$ cat config.mk
export PLATFORM = sky130hd
export DESIGN_NAME = pss_accum
export DESIGN_NICKNAME = d
export VERILOG_FILES = /design/src/sv/pss_pkg.sv /design/src/sv/pss_accum.sv
export SDC_FILE = /design/constraint.sdc
export NUM_CORES = 2
export LEC_CHECK = 0
export BUFFER_PORTS_ARGS = -buffer_cell sky130_fd_sc_hd__buf_2
export CAP_MARGIN = 20
export CORE_UTILIZATION = 25
export DETAILED_ROUTE_END_ITERATION = 10
export PLACE_DENSITY = 0.39
export SLEW_MARGIN = 20
export SYNTH_ARGS = -nofsm -noshare
export SYNTH_HDL_FRONTEND = slang
export SYNTH_SLANG_ARGS = --single-unit
$ cat constraint.sdc
create_clock -name i_clk -period 11.85 [get_ports i_clk]
set_input_delay 2.37 -clock i_clk [delete_from_list [all_inputs] [get_ports i_clk]]
set_output_delay 2.37 -clock i_clk [all_outputs]
set_load 0.02 [all_outputs]
$ cat src/sv/pss_pkg.sv
package pss_pkg;

    // Data set limits and accumulator widths
    localparam int MAX_SAMPLES = 4096;
    localparam int W_CNT       = $clog2(MAX_SAMPLES + 1);
    localparam int W_SX        = 16 + W_CNT;
    localparam int W_SXX       = 30 + W_CNT;
    localparam int W_SXY       = 31 + W_CNT;

    // Closing arithmetic widths
    localparam int W_WIDE  = 128;
    localparam int W_QUO   = 64;
    localparam int W_VAL   = 48;
    localparam int W_SHIFT = 6;
    localparam int W_STEP  = 8;

    localparam logic [W_CNT-1:0]   CNT_MAX    = W_CNT'(MAX_SAMPLES);
    localparam logic [W_QUO-1:0]   POS_LIMIT  = 64'h0000_7FFF_FFFF_FFFF;
    localparam logic [W_QUO-1:0]   NEG_LIMIT  = 64'h0000_8000_0000_0000;
    localparam logic [W_SHIFT-1:0] FRAC_Q16   = 6'd16;
    localparam logic [W_SHIFT-1:0] FRAC_Q32   = 6'd32;
    localparam logic [W_STEP-1:0]  MUL_STEPS  = W_STEP'(W_QUO);
    localparam logic [W_STEP-1:0]  SQRT_STEPS = W_STEP'(W_QUO / 2);
    localparam logic [W_STEP-1:0]  DIV_BASE   = W_STEP'(W_WIDE);
    localparam logic [W_WIDE-1:0]  SQRT_TOP   = W_WIDE'(1) << (W_QUO - 2);

    typedef enum logic [2:0] {
        K_MEAN_X, K_MEAN_Y, K_SD_X, K_SD_Y, K_CORR, K_SLOPE, K_INTERCEPT
    } t_kind;

    typedef enum logic [1:0] {ST_OK, ST_UNDEF, ST_FEW, ST_SAT} t_status;

    typedef struct packed {
        logic signed [15:0] x_sample;
        logic signed [15:0] y_sample;
        logic               last_pair;
    } t_pair;

    typedef struct packed {
        t_kind                    stat_kind;
        logic signed [W_VAL-1:0]  stat_value;
        t_status                  stat_status;
        logic                     last_result;
    } t_result;

    typedef struct packed {
        logic [W_CNT-1:0]        cnt;
        logic signed [W_SX-1:0]  sx;
        logic signed [W_SX-1:0]  sy;
        logic [W_SXX-1:0]        sxx;
        logic [W_SXX-1:0]        syy;
        logic signed [W_SXY-1:0] sxy;
    } t_sums;

    // Shared arithmetic unit
    typedef enum logic [2:0] {UO_MUL, UO_DIV, UO_SQRT, UO_ADD, UO_DIFF} t_uop;
    typedef enum logic [2:0] {US_IDLE, US_MUL, US_DIV, US_SQRT, US_ADD, US_DIFF} t_ustate;

    typedef struct packed {
        logic               go;
        t_uop               op;
        logic [W_WIDE-1:0]  a;
        logic [W_WIDE-1:0]  b;
        logic [W_SHIFT-1:0] k;
    } t_ucmd;

    typedef struct packed {
        logic              done;
        logic              big;
        logic              neg;
        logic [W_WIDE-1:0] res;
    } t_ursp;

    // Closing sequencer
    typedef enum logic [4:0] {
        SS_IDLE, SS_FEW, SS_NSXX, SS_SXSX, SS_DXX, SS_NSYY, SS_SYSY, SS_DYY,
        SS_NSXY, SS_SXSY, SS_DXY, SS_NN1, SS_MX, SS_MY, SS_VX, SS_SDX, SS_VY,
        SS_SDY, SS_RCHK, SS_DXY2, SS_DXXYY, SS_R2, SS_R, SS_LCHK, SS_LUND,
        SS_SL, SS_IA, SS_IB, SS_INUM, SS_NDXX, SS_IC
    } t_sstate;

    // Build one result word: clamp to Q31.16 and apply sign
    function automatic t_result pss_put(input t_kind kind, input logic neg,
                                        input logic [W_QUO-1:0] mag, input logic big,
                                        input t_status status);
        t_result          r;
        logic [W_QUO-1:0] lim;
        logic [W_QUO-1:0] m;
        t_status          st;
        lim = neg ? NEG_LIMIT : POS_LIMIT;
        m   = mag;
        st  = status;
        r.stat_value = '0;
        if (status == ST_OK) begin
            if (big || (mag > lim)) begin
                m  = lim;
                st = ST_SAT;
            end
            r.stat_value = neg ? W_VAL'(~m + 64'd1) : W_VAL'(m);
        end
        r.stat_kind   = kind;
        r.stat_status = st;
        r.last_result = (kind == K_INTERCEPT);
        return r;
    endfunction

endpackage

$ cat src/sv/pss_accum.sv
module pss_accum
    import pss_pkg::*;
(
    input  logic  i_clk,
    input  logic  i_rst_n,
    input  logic  i_take,
    input  t_pair i_pair,
    input  logic  i_clear,
    output t_sums o_sums,
    output logic  o_pend,
    output logic  o_close
);

    logic                    r_pend, r_close, r_last;
    logic signed [15:0]      r_x, r_y;
    t_sums                   r_sums, n_sums;
    logic signed [31:0]      pxx, pyy, pxy;

    // Products and running sums
    always_comb begin
        pxx    = r_x * r_x;
        pyy    = r_y * r_y;
        pxy    = r_x * r_y;
        n_sums = r_sums;
        if (i_clear) begin
            n_sums = '0;
        end else if (r_pend && (r_sums.cnt < CNT_MAX)) begin
            n_sums.cnt = r_sums.cnt + 1'b1;
            n_sums.sx  = r_sums.sx + W_SX'(r_x);
            n_sums.sy  = r_sums.sy + W_SX'(r_y);
            n_sums.sxx = r_sums.sxx + W_SXX'($unsigned(pxx));
            n_sums.syy = r_sums.syy + W_SXX'($unsigned(pyy));
            n_sums.sxy = r_sums.sxy + W_SXY'(pxy);
        end
    end

    always_ff @(posedge i_clk) begin
        if (!i_rst_n) begin
            r_pend  <= 1'b0;
            r_close <= 1'b0;
            r_sums  <= '0;
        end else begin
            r_pend  <= i_take;
            r_close <= r_pend & r_last;
            r_sums  <= n_sums;
        end
    end

    // Pair capture
    always_ff @(posedge i_clk) begin
        if (i_take) begin
            r_x    <= i_pair.x_sample;
            r_y    <= i_pair.y_sample;
            r_last <= i_pair.last_pair;
        end
    end

    assign o_sums  = r_sums;
    assign o_pend  = r_pend;
    assign o_close = r_close;

    a_close_after_pend: assert property (@(posedge i_clk) disable iff (!i_rst_n)
        r_close |-> $past(r_pend))
        else $error("close without a pending word");
    a_cnt_bound: assert property (@(posedge i_clk) disable iff (!i_rst_n)
        r_sums.cnt <= CNT_MAX)
        else $error("pair count above limit");
    a_no_take_in_close: assert property (@(posedge i_clk) disable iff (!i_rst_n)
        r_pend |-> !i_take)
        else $error("word taken while accumulating");

endmodule

==> impl_results.md <==
* Antenna violations before repair at 8
* Reg2reg path depth at 32
* Hold Crit Class: reg -> reg
* CP Depth at 32
* Final ANT Viol Nets at 0
* Fin crit share at 78.4%
* Total of max-cap violations at 0
* CP top delay family: adder cells
* Max incr delay on CP at 0.82 ns
* Result of the run: complete, no violations
* Cells on Worst Hold Path at 1
* Remaining Overflow, GRT at 0
* Clk pin slew, worst setup/hold paths at 0.06 ns
* Worst-Margin Slew at 0.985 ns
* Vias in the first global route at 35,200
* GRT Total Usage at 15.9%
* Synth-to-layout area growth at 12.0%
* Tmin final at 9.29 ns
* Distinct cells, synth at 79
* Final Hold Fails at 0
* First-pass GRT wire length at 214,000 µm
* Worst rel slew slack at 34.2%
* Leading cell type in the layout, fill and taps excluded: inv_1
* Layout cells sized above 1 at 7.91%
* Setup slack, reg-to-reg at 2.56 ns
* Die area at 176,000 µm²
* Synth Warn # at 0
* CTS max path bufs at 3
* Final setup vio count at 0
* FFs w/ async S/R, synth at 0%
* CP startpoint: r_x[10]
* Number of buffers created by CTS at 37
* Initial core utilization at 25.3%
* Slowest-stage cell, CP: edfxtp_1
* Critical setup path kind: reg -> reg
* Row count at 152
* CTS root buf: clkbuf_16
* Chip width at 420 µm
* CP most frequent cell: fa_1
* Finished Layout Cells at 7,395
* Via-to-Cell Ratio at 4.40
* Slew Limit Fails at 0
* DP Wirelength at 110,000 µm
* Placed Instances at 7,326
* Crit path to: o_sums[121]
* Avg Cell Area, Syn at 8.94 µm²
* RSZ-0062 raised after global routing: false
* Routed len/inst at 18.5 µm
* Reg-to-reg critical path startpoint: r_x[10]
* Post-CTS Setup Bufs at 0
* Post-CTS Hold Fix Bufs at 0
* EDFF count, synth at 33
* Overall routed net length at 137,000 µm
* Final nets at 6,340
* Final Wtd Congestion at 0.830
* Clk_skew at 0.0277 ns
* First-pass iteration count of the detailed router at 5
* CP Capture Type: register
* CTS tree: yes
* IO Pins at 240
* Setup TNS at 0 ns
* Achievable Freq at 108 MHz
* Crit path DAT at 9.79 ns
* Drt drc at 0
* CTS Sinks at 236
* Port bufs at 239
* Mapped cell area at 43,600 µm²
* Fillers at 18,700
* Most frequent cells in the layout: 1,000 x inv_1, 822 x fa_1, 625 x nand2_1, 426 x ha_1, 269 x a21oi_1
* Reg2Reg Capture Point: o_sums[121]
* Iter 0 DRT Violations at 1,364
* Seq/Total Area, Yosys at 11.6%
* Worst path required time at 12.35 ns
* Synthesized instance count at 4,881
* Core ar. at 172,000 µm²
* Clock Latency Late Sink at 0.63 ns
* Top FF cell, synth: dfxtp_1
* H-tree Lvls at 2
* Mapped Nets at 6,166
* Die Ht at 420 µm
* Largest net degree at the start of global routing at 55
* Startpoint types: register
* Post_cts resized at 0
* Peak fanout along the critical path at 13
* Bufs and invs on worst path at 4
* #FFs+latches synth at 236
* Vias at 32,500
## cell families after synthesis
group / share of synthesized area [%]
AOI/OAI and AO/OA: 10.6
xor gates and xnor gates: 4.88
adders and majority gates: 49.9
buffers and inverters: 10.1
DFF: 11.6
muxes: 0.143
and+or+nand+nor: 12.8
## stage by stage
stage	cell area (µm²)	setup WS [ns]	hold slack, ns	util, %
6_report	48900	2.56	0.464	28.3
5_1_grt	48900	1.95	0.488	28.3
3_3_place_gp	47600	2.33	0.447	27.6
4_1_cts	48900	2.37	0.468	28.3
3_5_place_dp	47600	2.44	0.453	27.6
2_1_floorplan	43600	3.87	0.443	-
## registers in the layout, indices dropped and copies added, names as in the netlist
register and cells:
r_last 1, r_y 16, o_pend 1, r_x 16
o_close 1, o_sums 201
## synth_stat cells (22+ instances only)
library cell     n  area (µm²)
o21ai_0        105         526
xnor2_1        170        1490
inv_1         1000        3750
a211oi_1        33         248
and2_1         108         676
nand2_1        626        2350
o21a_1          28         210
fa_1           822       16500
a31oi_1         23         144
nand2b_1        30         188
or3_1           26         163
a21o_1         122         916
nand4_1         25         156
clkbuf_1       150         563
o21bai_1        22         165
nor3_1          29         145
a21oi_1        269        1350
dfxtp_1        203        4060
xor2_1          73         639
and3_1          28         175
nor2_1         266         998
nor2b_1         30         188
nand3_1         57         285
ha_1           426        5330
edfxtp_1        33         991
## layout make-up
| type | count | area [µm²] | share of cell area (%) |
|---|---|---|---|
| clock inverters | 16 | 240 | 0.491 |
| diodes | 1 | 2.50 | 0.00512 |
| clock buffers | 52 | 1040 | 2.13 |
| inverters | 1008 | 3780 | 7.74 |
| multi-input cells | 3475 | 34200 | 70.0 |
| repair buffers | 297 | 1630 | 3.34 |
| well taps | 2310 | 2890 | 5.91 |
| flip-flops and latches | 236 | 5050 | 10.3 |
## per-layer routing
layer	vias to the layer above	track usage (%)	wire, µm
met1	16400	20.8	61700
li1	15600	-	-
met4	0	3.35	2780
met3	108	1.70	3700
met2	389	28.1	68600
met5	-	0	0
## worst min path at each step
stage                startpoint          end  slack (ns)
finish                   r_last      o_close        0.46
floorplan                r_last      o_close        0.44
CTS                      r_last      o_close        0.47
global route        o_sums[161]  o_sums[161]        0.49
global placement         r_last      o_close        0.45
detailed placement       r_last      o_close        0.45
Power is not shown: default switching activity piles up to over one toggle a cycle in this logic, so the estimate is an artifact.
