`config.mk`:
```
export PLATFORM = sky130hd
export DESIGN_NAME = pss_unit
export DESIGN_NICKNAME = d
export VERILOG_FILES = /design/src/sv/pss_pkg.sv /design/src/sv/pss_unit.sv
export SDC_FILE = /design/constraint.sdc
export NUM_CORES = 2
export LEC_CHECK = 0
export BUFFER_PORTS_ARGS = -buffer_cell sky130_fd_sc_hd__buf_2
export CAP_MARGIN = 20
export CELL_PAD_IN_SITES_DETAIL_PLACEMENT = 0
export CELL_PAD_IN_SITES_GLOBAL_PLACEMENT = 2
export CORE_MARGIN = 4
export CORE_UTILIZATION = 35
export CTS_BUF_LIST = sky130_fd_sc_hd__clkbuf_4
export CTS_CLUSTER_DIAMETER = 200
export DETAILED_ROUTE_END_ITERATION = 10
export PLACE_DENSITY_LB_ADDON = 0.15
export SYNTH_ARGS = -nofsm -noshare
export SYNTH_HDL_FRONTEND = slang
export SYNTH_SLANG_ARGS = --single-unit
```
`constraint.sdc`:
```
create_clock -name i_clk -period 13.4 [get_ports i_clk]
set_clock_uncertainty 0.2 [all_clocks]
set_input_delay 0.67 -clock i_clk [delete_from_list [all_inputs] [get_ports i_clk]]
set_output_delay 0.67 -clock i_clk [all_outputs]
set_load 0.1 [all_outputs]
```
`src/sv/pss_pkg.sv`:
```
package pss_pkg;

    // Data set limits and accumulator widths
    localparam int MAX_SAMPLES = 4096;
    localparam int W_CNT       = $clog2(MAX_SAMPLES + 1);
    localparam int W_SX        = 16 + W_CNT;
    localparam int W_SXX       = 30 + W_CNT;
    localparam int W_SXY       = 31 + W_CNT;

    // Closing arithmetic widths
    localparam int W_WIDE  = 128;
    localparam int W_QUO   = 64;
    localparam int W_VAL   = 48;
    localparam int W_SHIFT = 6;
    localparam int W_STEP  = 8;

    localparam logic [W_CNT-1:0]   CNT_MAX    = W_CNT'(MAX_SAMPLES);
    localparam logic [W_QUO-1:0]   POS_LIMIT  = 64'h0000_7FFF_FFFF_FFFF;
    localparam logic [W_QUO-1:0]   NEG_LIMIT  = 64'h0000_8000_0000_0000;
    localparam logic [W_SHIFT-1:0] FRAC_Q16   = 6'd16;
    localparam logic [W_SHIFT-1:0] FRAC_Q32   = 6'd32;
    localparam logic [W_STEP-1:0]  MUL_STEPS  = W_STEP'(W_QUO);
    localparam logic [W_STEP-1:0]  SQRT_STEPS = W_STEP'(W_QUO / 2);
    localparam logic [W_STEP-1:0]  DIV_BASE   = W_STEP'(W_WIDE);
    localparam logic [W_WIDE-1:0]  SQRT_TOP   = W_WIDE'(1) << (W_QUO - 2);

    typedef enum logic [2:0] {
        K_MEAN_X, K_MEAN_Y, K_SD_X, K_SD_Y, K_CORR, K_SLOPE, K_INTERCEPT
    } t_kind;

    typedef enum logic [1:0] {ST_OK, ST_UNDEF, ST_FEW, ST_SAT} t_status;

    typedef struct packed {
        logic signed [15:0] x_sample;
        logic signed [15:0] y_sample;
        logic               last_pair;
    } t_pair;

    typedef struct packed {
        t_kind                    stat_kind;
        logic signed [W_VAL-1:0]  stat_value;
        t_status                  stat_status;
        logic                     last_result;
    } t_result;

    typedef struct packed {
        logic [W_CNT-1:0]        cnt;
        logic signed [W_SX-1:0]  sx;
        logic signed [W_SX-1:0]  sy;
        logic [W_SXX-1:0]        sxx;
        logic [W_SXX-1:0]        syy;
        logic signed [W_SXY-1:0] sxy;
    } t_sums;

    // Shared arithmetic unit
    typedef enum logic [2:0] {UO_MUL, UO_DIV, UO_SQRT, UO_ADD, UO_DIFF} t_uop;
    typedef enum logic [2:0] {US_IDLE, US_MUL, US_DIV, US_SQRT, US_ADD, US_DIFF} t_ustate;

    typedef struct packed {
        logic               go;
        t_uop               op;
        logic [W_WIDE-1:0]  a;
        logic [W_WIDE-1:0]  b;
        logic [W_SHIFT-1:0] k;
    } t_ucmd;

    typedef struct packed {
        logic              done;
        logic              big;
        logic              neg;
        logic [W_WIDE-1:0] res;
    } t_ursp;

    // Closing sequencer
    typedef enum logic [4:0] {
        SS_IDLE, SS_FEW, SS_NSXX, SS_SXSX, SS_DXX, SS_NSYY, SS_SYSY, SS_DYY,
        SS_NSXY, SS_SXSY, SS_DXY, SS_NN1, SS_MX, SS_MY, SS_VX, SS_SDX, SS_VY,
        SS_SDY, SS_RCHK, SS_DXY2, SS_DXXYY, SS_R2, SS_R, SS_LCHK, SS_LUND,
        SS_SL, SS_IA, SS_IB, SS_INUM, SS_NDXX, SS_IC
    } t_sstate;

    // Build one result word: clamp to Q31.16 and apply sign
    function automatic t_result pss_put(input t_kind kind, input logic neg,
                                        input logic [W_QUO-1:0] mag, input logic big,
                                        input t_status status);
        t_result          r;
        logic [W_QUO-1:0] lim;
        logic [W_QUO-1:0] m;
        t_status          st;
        lim = neg ? NEG_LIMIT : POS_LIMIT;
        m   = mag;
        st  = status;
        r.stat_value = '0;
        if (status == ST_OK) begin
            if (big || (mag > lim)) begin
                m  = lim;
                st = ST_SAT;
            end
            r.stat_value = neg ? W_VAL'(~m + 64'd1) : W_VAL'(m);
        end
        r.stat_kind   = kind;
        r.stat_status = st;
        r.last_result = (kind == K_INTERCEPT);
        return r;
    endfunction

endpackage

```
`src/sv/pss_unit.sv`:
```
module pss_unit
    import pss_pkg::*;
(
    input  logic  i_clk,
    input  logic  i_rst_n,
    input  t_ucmd i_cmd,
    output t_ursp o_rsp
);

    t_ustate            r_state, n_state;
    logic [W_WIDE-1:0]  r_acc, n_acc, r_a, n_a, r_b, n_b, r_res, n_res;
    logic [W_QUO-1:0]   r_q, n_q, sq_t;
    logic [W_STEP-1:0]  r_cnt, n_cnt;
    logic               r_done, n_done, r_big, n_big, r_neg, n_neg;
    logic [W_WIDE-1:0]  add_x, add_y, remsh;
    logic               add_sub;
    logic [W_WIDE:0]    sum;
    logic               carry, last_step;

    // Single shared adder / subtractor; carry out means no borrow
    assign sum   = {1'b0, add_x} + {1'b0, (add_sub ? ~add_y : add_y)}
                 + (W_WIDE + 1)'(add_sub);
    assign carry = sum[W_WIDE];

    always_comb begin
        n_state   = r_state;
        n_acc     = r_acc;
        n_a       = r_a;
        n_b       = r_b;
        n_q       = r_q;
        n_cnt     = r_cnt;
        n_res     = r_res;
        n_big     = r_big;
        n_neg     = r_neg;
        n_done    = 1'b0;
        add_x     = r_a;
        add_y     = r_b;
        add_sub   = 1'b0;
        remsh     = {r_acc[W_WIDE-2:0], r_a[W_WIDE-1]};
        sq_t      = r_q | r_a[W_QUO-1:0];
        last_step = (r_cnt == W_STEP'(1));
        case (r_state)
            US_IDLE: begin
                if (i_cmd.go) begin
                    n_a   = i_cmd.a;
                    n_b   = i_cmd.b;
                    n_acc = '0;
                    n_q   = '0;
                    n_big = 1'b0;
                    n_neg = 1'b0;
                    n_cnt = MUL_STEPS;
                    case (i_cmd.op)
                        UO_MUL:  n_state = US_MUL;
                        UO_DIV: begin
                            n_state = US_DIV;
                            n_cnt   = DIV_BASE + W_STEP'(i_cmd.k);
                        end
                        UO_SQRT: begin
                            n_state = US_SQRT;
                            n_acc   = W_WIDE'(i_cmd.a[W_QUO-1:0]);
                            n_a     = SQRT_TOP;
                            n_cnt   = SQRT_STEPS;
                        end
                        UO_ADD:  n_state = US_ADD;
                        UO_DIFF: n_state = US_DIFF;
                        default: n_state = US_IDLE;
                    endcase
                end
            end
            // Shift-add multiply, multiplier MSB first
            US_MUL: begin
                add_x = r_acc << 1;
                add_y = r_a[W_QUO-1] ? r_b : '0;
                n_acc = sum[W_WIDE-1:0];
                n_a   = r_a << 1;
                n_cnt = r_cnt - 1'b1;
                if (last_step) begin
                    n_res   = sum[W_WIDE-1:0];
                    n_done  = 1'b1;
                    n_state = US_IDLE;
                end
            end
            // Restoring divide, one quotient bit a cycle
            US_DIV: begin
                add_x   = remsh;
                add_y   = r_b;
                add_sub = 1'b1;
                n_acc   = carry ? sum[W_WIDE-1:0] : remsh;
                n_big   = r_big | r_q[W_QUO-1] | r_q[W_QUO-2];
                n_q     = {r_q[W_QUO-2:0], carry};
                n_a     = r_a << 1;
                n_cnt   = r_cnt - 1'b1;
                if (last_step) begin
                    n_res   = W_WIDE'(n_q);
                    n_done  = 1'b1;
                    n_state = US_IDLE;
                end
            end
            // Bit-pair square root; root and bit never overlap
            US_SQRT: begin
                add_x   = r_acc;
                add_y   = W_WIDE'(sq_t);
                add_sub = 1'b1;
                if (carry) begin
                    n_acc = sum[W_WIDE-1:0];
                    n_q   = (r_q >> 1) | r_a[W_QUO-1:0];
                end else begin
                    n_q   = r_q >> 1;
                end
                n_a   = r_a >> 2;
                n_cnt = r_cnt - 1'b1;
                if (last_step) begin
                    n_res   = W_WIDE'(n_q);
                    n_done  = 1'b1;
                    n_state = US_IDLE;
                end
            end
            US_ADD: begin
                n_res   = sum[W_WIDE-1:0];
                n_done  = 1'b1;
                n_state = US_IDLE;
            end
            // Magnitude of a difference; swap once when a < b
            US_DIFF: begin
                add_sub = 1'b1;
                if (carry) begin
                    n_res   = sum[W_WIDE-1:0];
                    n_done  = 1'b1;
                    n_state = US_IDLE;
                end else begin
                    n_a   = r_b;
                    n_b   = r_a;
                    n_neg = 1'b1;
                end
            end
            default: n_state = US_IDLE;
        endcase
    end

    always_ff @(posedge i_clk) begin
        if (!i_rst_n) begin
            r_state <= US_IDLE;
            r_done  <= 1'b0;
        end else begin
            r_state <= n_state;
            r_done  <= n_done;
        end
    end

    always_ff @(posedge i_clk) begin
        r_acc <= n_acc;
        r_a   <= n_a;
        r_b   <= n_b;
        r_q   <= n_q;
        r_cnt <= n_cnt;
        r_res <= n_res;
        r_big <= n_big;
        r_neg <= n_neg;
    end

    assign o_rsp = '{done: r_done, big: r_big, neg: r_neg, res: r_res};

    a_done_single: assert property (@(posedge i_clk) disable iff (!i_rst_n)
        r_done |=> !r_done)
        else $error("done held for two cycles");
    a_go_when_idle: assert property (@(posedge i_clk) disable iff (!i_rst_n)
        i_cmd.go |-> (r_state == US_IDLE))
        else $error("command issued while unit busy");
    a_done_idle: assert property (@(posedge i_clk) disable iff (!i_rst_n)
        r_done |-> (r_state == US_IDLE))
        else $error("done while unit still running");

endmodule

```
==> flow_metrics.py <==
metrics = {
    "timing": {
        "min_period_ns": 8.55,
        "finalSetupViolCount": 0,
        "slew_headroom_pct": 13.7,
        "fin_tns_setup_ns": 0,
        "hold_violations": 0,
        "drv_slew": 0,
        "post-route-period-util_pct": 63.8,
        "max_freq_mhz": 117,
        "rsz0062_at_grt": "false",
        "whs_ns": 0.147,
        "worstMarginPinSlew_ns": 1.29,
    },
    "global_route": {
        "grt_antenna_before_repair": 8,
        "grtUsageTotal_pct": 27.2,
        "grt-ovfl-total": 0,
        "grt_pass1_vias": 40500,
        "grt_max_degree": 162,
        "grt_pass1_wl_um": 264000,
    },
    "critical_path": {
        "cp.required_ns": 13.97,
        "crit_family": "compound AO/OA/AOI/OAI gates",
        "cp_cell_sequence": "buf_4 -> nor2b_4 -> buf_12 -> and2_1 -> o21ai_0 -> nand2_1 -> xor2_1 -> inv_1 -> fa_1 -> nand2b_1 -> a21oi_1 -> o21a_1 -> a21o_1 -> o311ai_2 -> a21oi_2 -> o21ai_4 -> nand2_4 -> o221a_4 -> buf_4",
        "critPathSlowestCell": "buf_4",
        "critPathLaunchType": "register",
        "worstPathMaxFanout": 161,
        "critPathMaxStageDelay_ns": 0.79,
        "worst-path-buf-inv": 4,
        "crit_type": "register to register",
        "critPathArrivalTime_ns": 9.11,
        "cp-end-kind": "register",
        "crit_path_frequent_cell": "buf_4",
    },
    "power_and_ir_drop": {
        "finalPower_mw": 8.43,
        "p_leak_nw": 19.5,
        "peakVddDrop_mv": 0.0921,
        "powerDensity_nw_per_um2": 164,
    },
    "floorplan": {
        "row_count": 127,
        "pin_count": 399,
        "core_um2": 120000,
        "start_util_pct": 35.2,
        "die_h_um": 355,
        "die_area_um2": 126000,
        "die_x_um": 355,
    },
    "clocking": {
        "clock_latency_ns": 1.20,
        "cts-root-buf": "clkbuf_4",
        "cts_buffers": 178,
        "clockBufferDepth": 3,
        "cts_sinks": 590,
        "cts_max_level": 4,
        "cts_tree": "yes",
        "clk_pin_slew_ns": 0.08,
        "ctsResizeCount": 0,
    },
    "routing": {
        "firstDrtPassIters": 6,
        "first_iter_violations": 3902,
        "post_drt_wl_per_cell_um": 24.7,
        "vias_per_cell": 5.74,
        "drc_errors": 0,
        "antenna_left": 0,
        "wl_um": 177000,
        "vias": 41200,
    },
    "layout": {
        "layout_commonest_cell": "nand2_1",
        "most-common-layout-cells": "nand2_1, edfxtp_1, a21oi_1",
        "final_net_count": 5829,
        "syn2layout_area_growth_pct": 21.9,
        "drive_above_1_share_pct": 14.1,
    },
    "yosys": {
        "synth_area_leader_cell": "edfxtp_1",
        "synthCells": 4789,
        "synth_seq_cells": 590,
        "seq_area_frac_synth_pct": 41.9,
        "synth_area_leaders": "edfxtp_1, nand2_1, a21oi_1",
        "syn_nets": 5187,
        "ys_async_sr_fraction_pct": 0,
        "synth_edf_count": 586,
        "yosys_warnings": 0,
        "synth_ff_type": "edfxtp_1",
        "synth.distinct_cells": 85,
        "avgSynthCellArea_um2": 8.81,
        "yosys.area.top_type_share_pct": 41.7,
        "synth_area_um2": 42200,
    },
    "placed_design": {
        "io_buffer_count": 398,
        "dpl.hpwl_um": 125000,
        "gp_congestion": 0.903,
    },
    "status": {
        "status": "completed",
    },
    "worst_hold_path": {
        "hold_class": "primary input to register",
    },
    "run": {
        "drv_cap": 0,
    },
}
final timing paths:
check,from,end,slack [ns],cells after the start
worst max-delay path,r_state[1],r_res[20],4.86,19
worst min-delay path,i_cmd[85],r_b[79],0.15,4
worst max register to register,r_state[1],r_res[20],4.86,19
worst min register to register,r_b[12],r_a[12],0.36,2
final cells by class:
cell class | instances | area, um2
fillers | 12200 | 68400
inverters | 50 | 195
multi-input cells | 3773 | 22900
repair buffers | 838 | 6330
clock inverters | 52 | 350
clock buffers | 255 | 1910
flip-flops and latches | 590 | 17700
well taps | 1612 | 2020
diodes | 4 | 10.0
per-layer routing:
layer | vias up | track usage, % | wire (um)
met5 | - | 0 | 12
met4 | 2 | 6.68 | 3390
li1 | 19200 | - | -
met2 | 1495 | 42.3 | 79500
met3 | 203 | 5.27 | 11800
met1 | 20300 | 39.1 | 82700
flip-flops by register name (all words and copies together), names as in the netlist:
| signal | cells |
|---|---|
| r_res | 128 |
| r_cnt | 8 |
| r_neg | 1 |
| r_a | 128 |
| r_b | 128 |
| r_q | 64 |
| r_big | 1 |
| r_acc | 128 |
| r_state | 3 |
| r_done | 1 |
power by group:
part	total (mW)	leakage, nW	internal [mW]	switching, mW
clock network	1.83	1.34	0.964	0.870
registers	2.76	5.82	2.46	0.303
logic	3.83	12.4	1.21	2.62
total	8.43	19.5	4.63	3.80
synthesized netlist by cell type, drive strengths merged, types with 5 or more instances:
master   instances
o21a            21
o2111ai          6
o22ai           58
xor2            63
nor2           388
a21oi          490
nand4           84
o31ai           13
nor4            12
o21ai          439
ha             129
a211oi         138
buf             81
o221ai          12
nand2          732
a21o           171
a22oi          317
or2              8
o21bai          39
and3             8
o211ai          14
nand2b          75
nand3           36
a31oi           26
mux2             6
nand3b           8
nor2b            6
or3             10
edfxtp         586
xnor2          192
and2            10
a31o             5
a22o             5
mux2i          131
inv             49
nor3            45
a221oi           7
clkbuf         295
kinds of logic after synthesis:
group | Yosys count | synth area share, %
AO/OA/AOI/OAI | 1808 | 26.9
XOR/XNOR | 255 | 5.29
adder cells (fa/ha/maj) | 130 | 3.87
buffers and inverters | 426 | 4.04
flip-flops | 590 | 41.9
multiplexers | 137 | 3.27
AND/OR/NAND/NOR | 1443 | 14.7
stage by stage:
step / utilization, % / cell area, um2 / setup WS (ns) / std cells
floorplan: - / 42200 / 2.44 / 4789
global placement: 37.8 / 45200 / 5.19 / 6472
detailed placement: 37.8 / 45200 / 5.07 / 6472
CTS: 42.9 / 51400 / 4.96 / 7169
global route: 42.9 / 51400 / 4.35 / 7174
finish: 42.9 / 51400 / 4.86 / 7174
what timing repair did:
item | CTS | global route
hold buffers | 390 | 0
hold endpoints to repair | 333 | 0
buffers inserted | 0 | 0
worst register-to-register path, delay by kind of cell, from the launching register on:
| family | cells | cell delay [ns] |
|---|---|---|
| AO/OA/AOI/OAI | 8 | 2.45 |
| adder cells (fa/ha/maj) | 1 | 0.43 |
| buffers and inverters | 4 | 1.97 |
| AND/OR/NAND/NOR | 5 | 2.15 |
| XOR/XNOR | 1 | 0.20 |
| flip-flops | 1 | 0.66 |
Power figures use the tool's default switching activity.
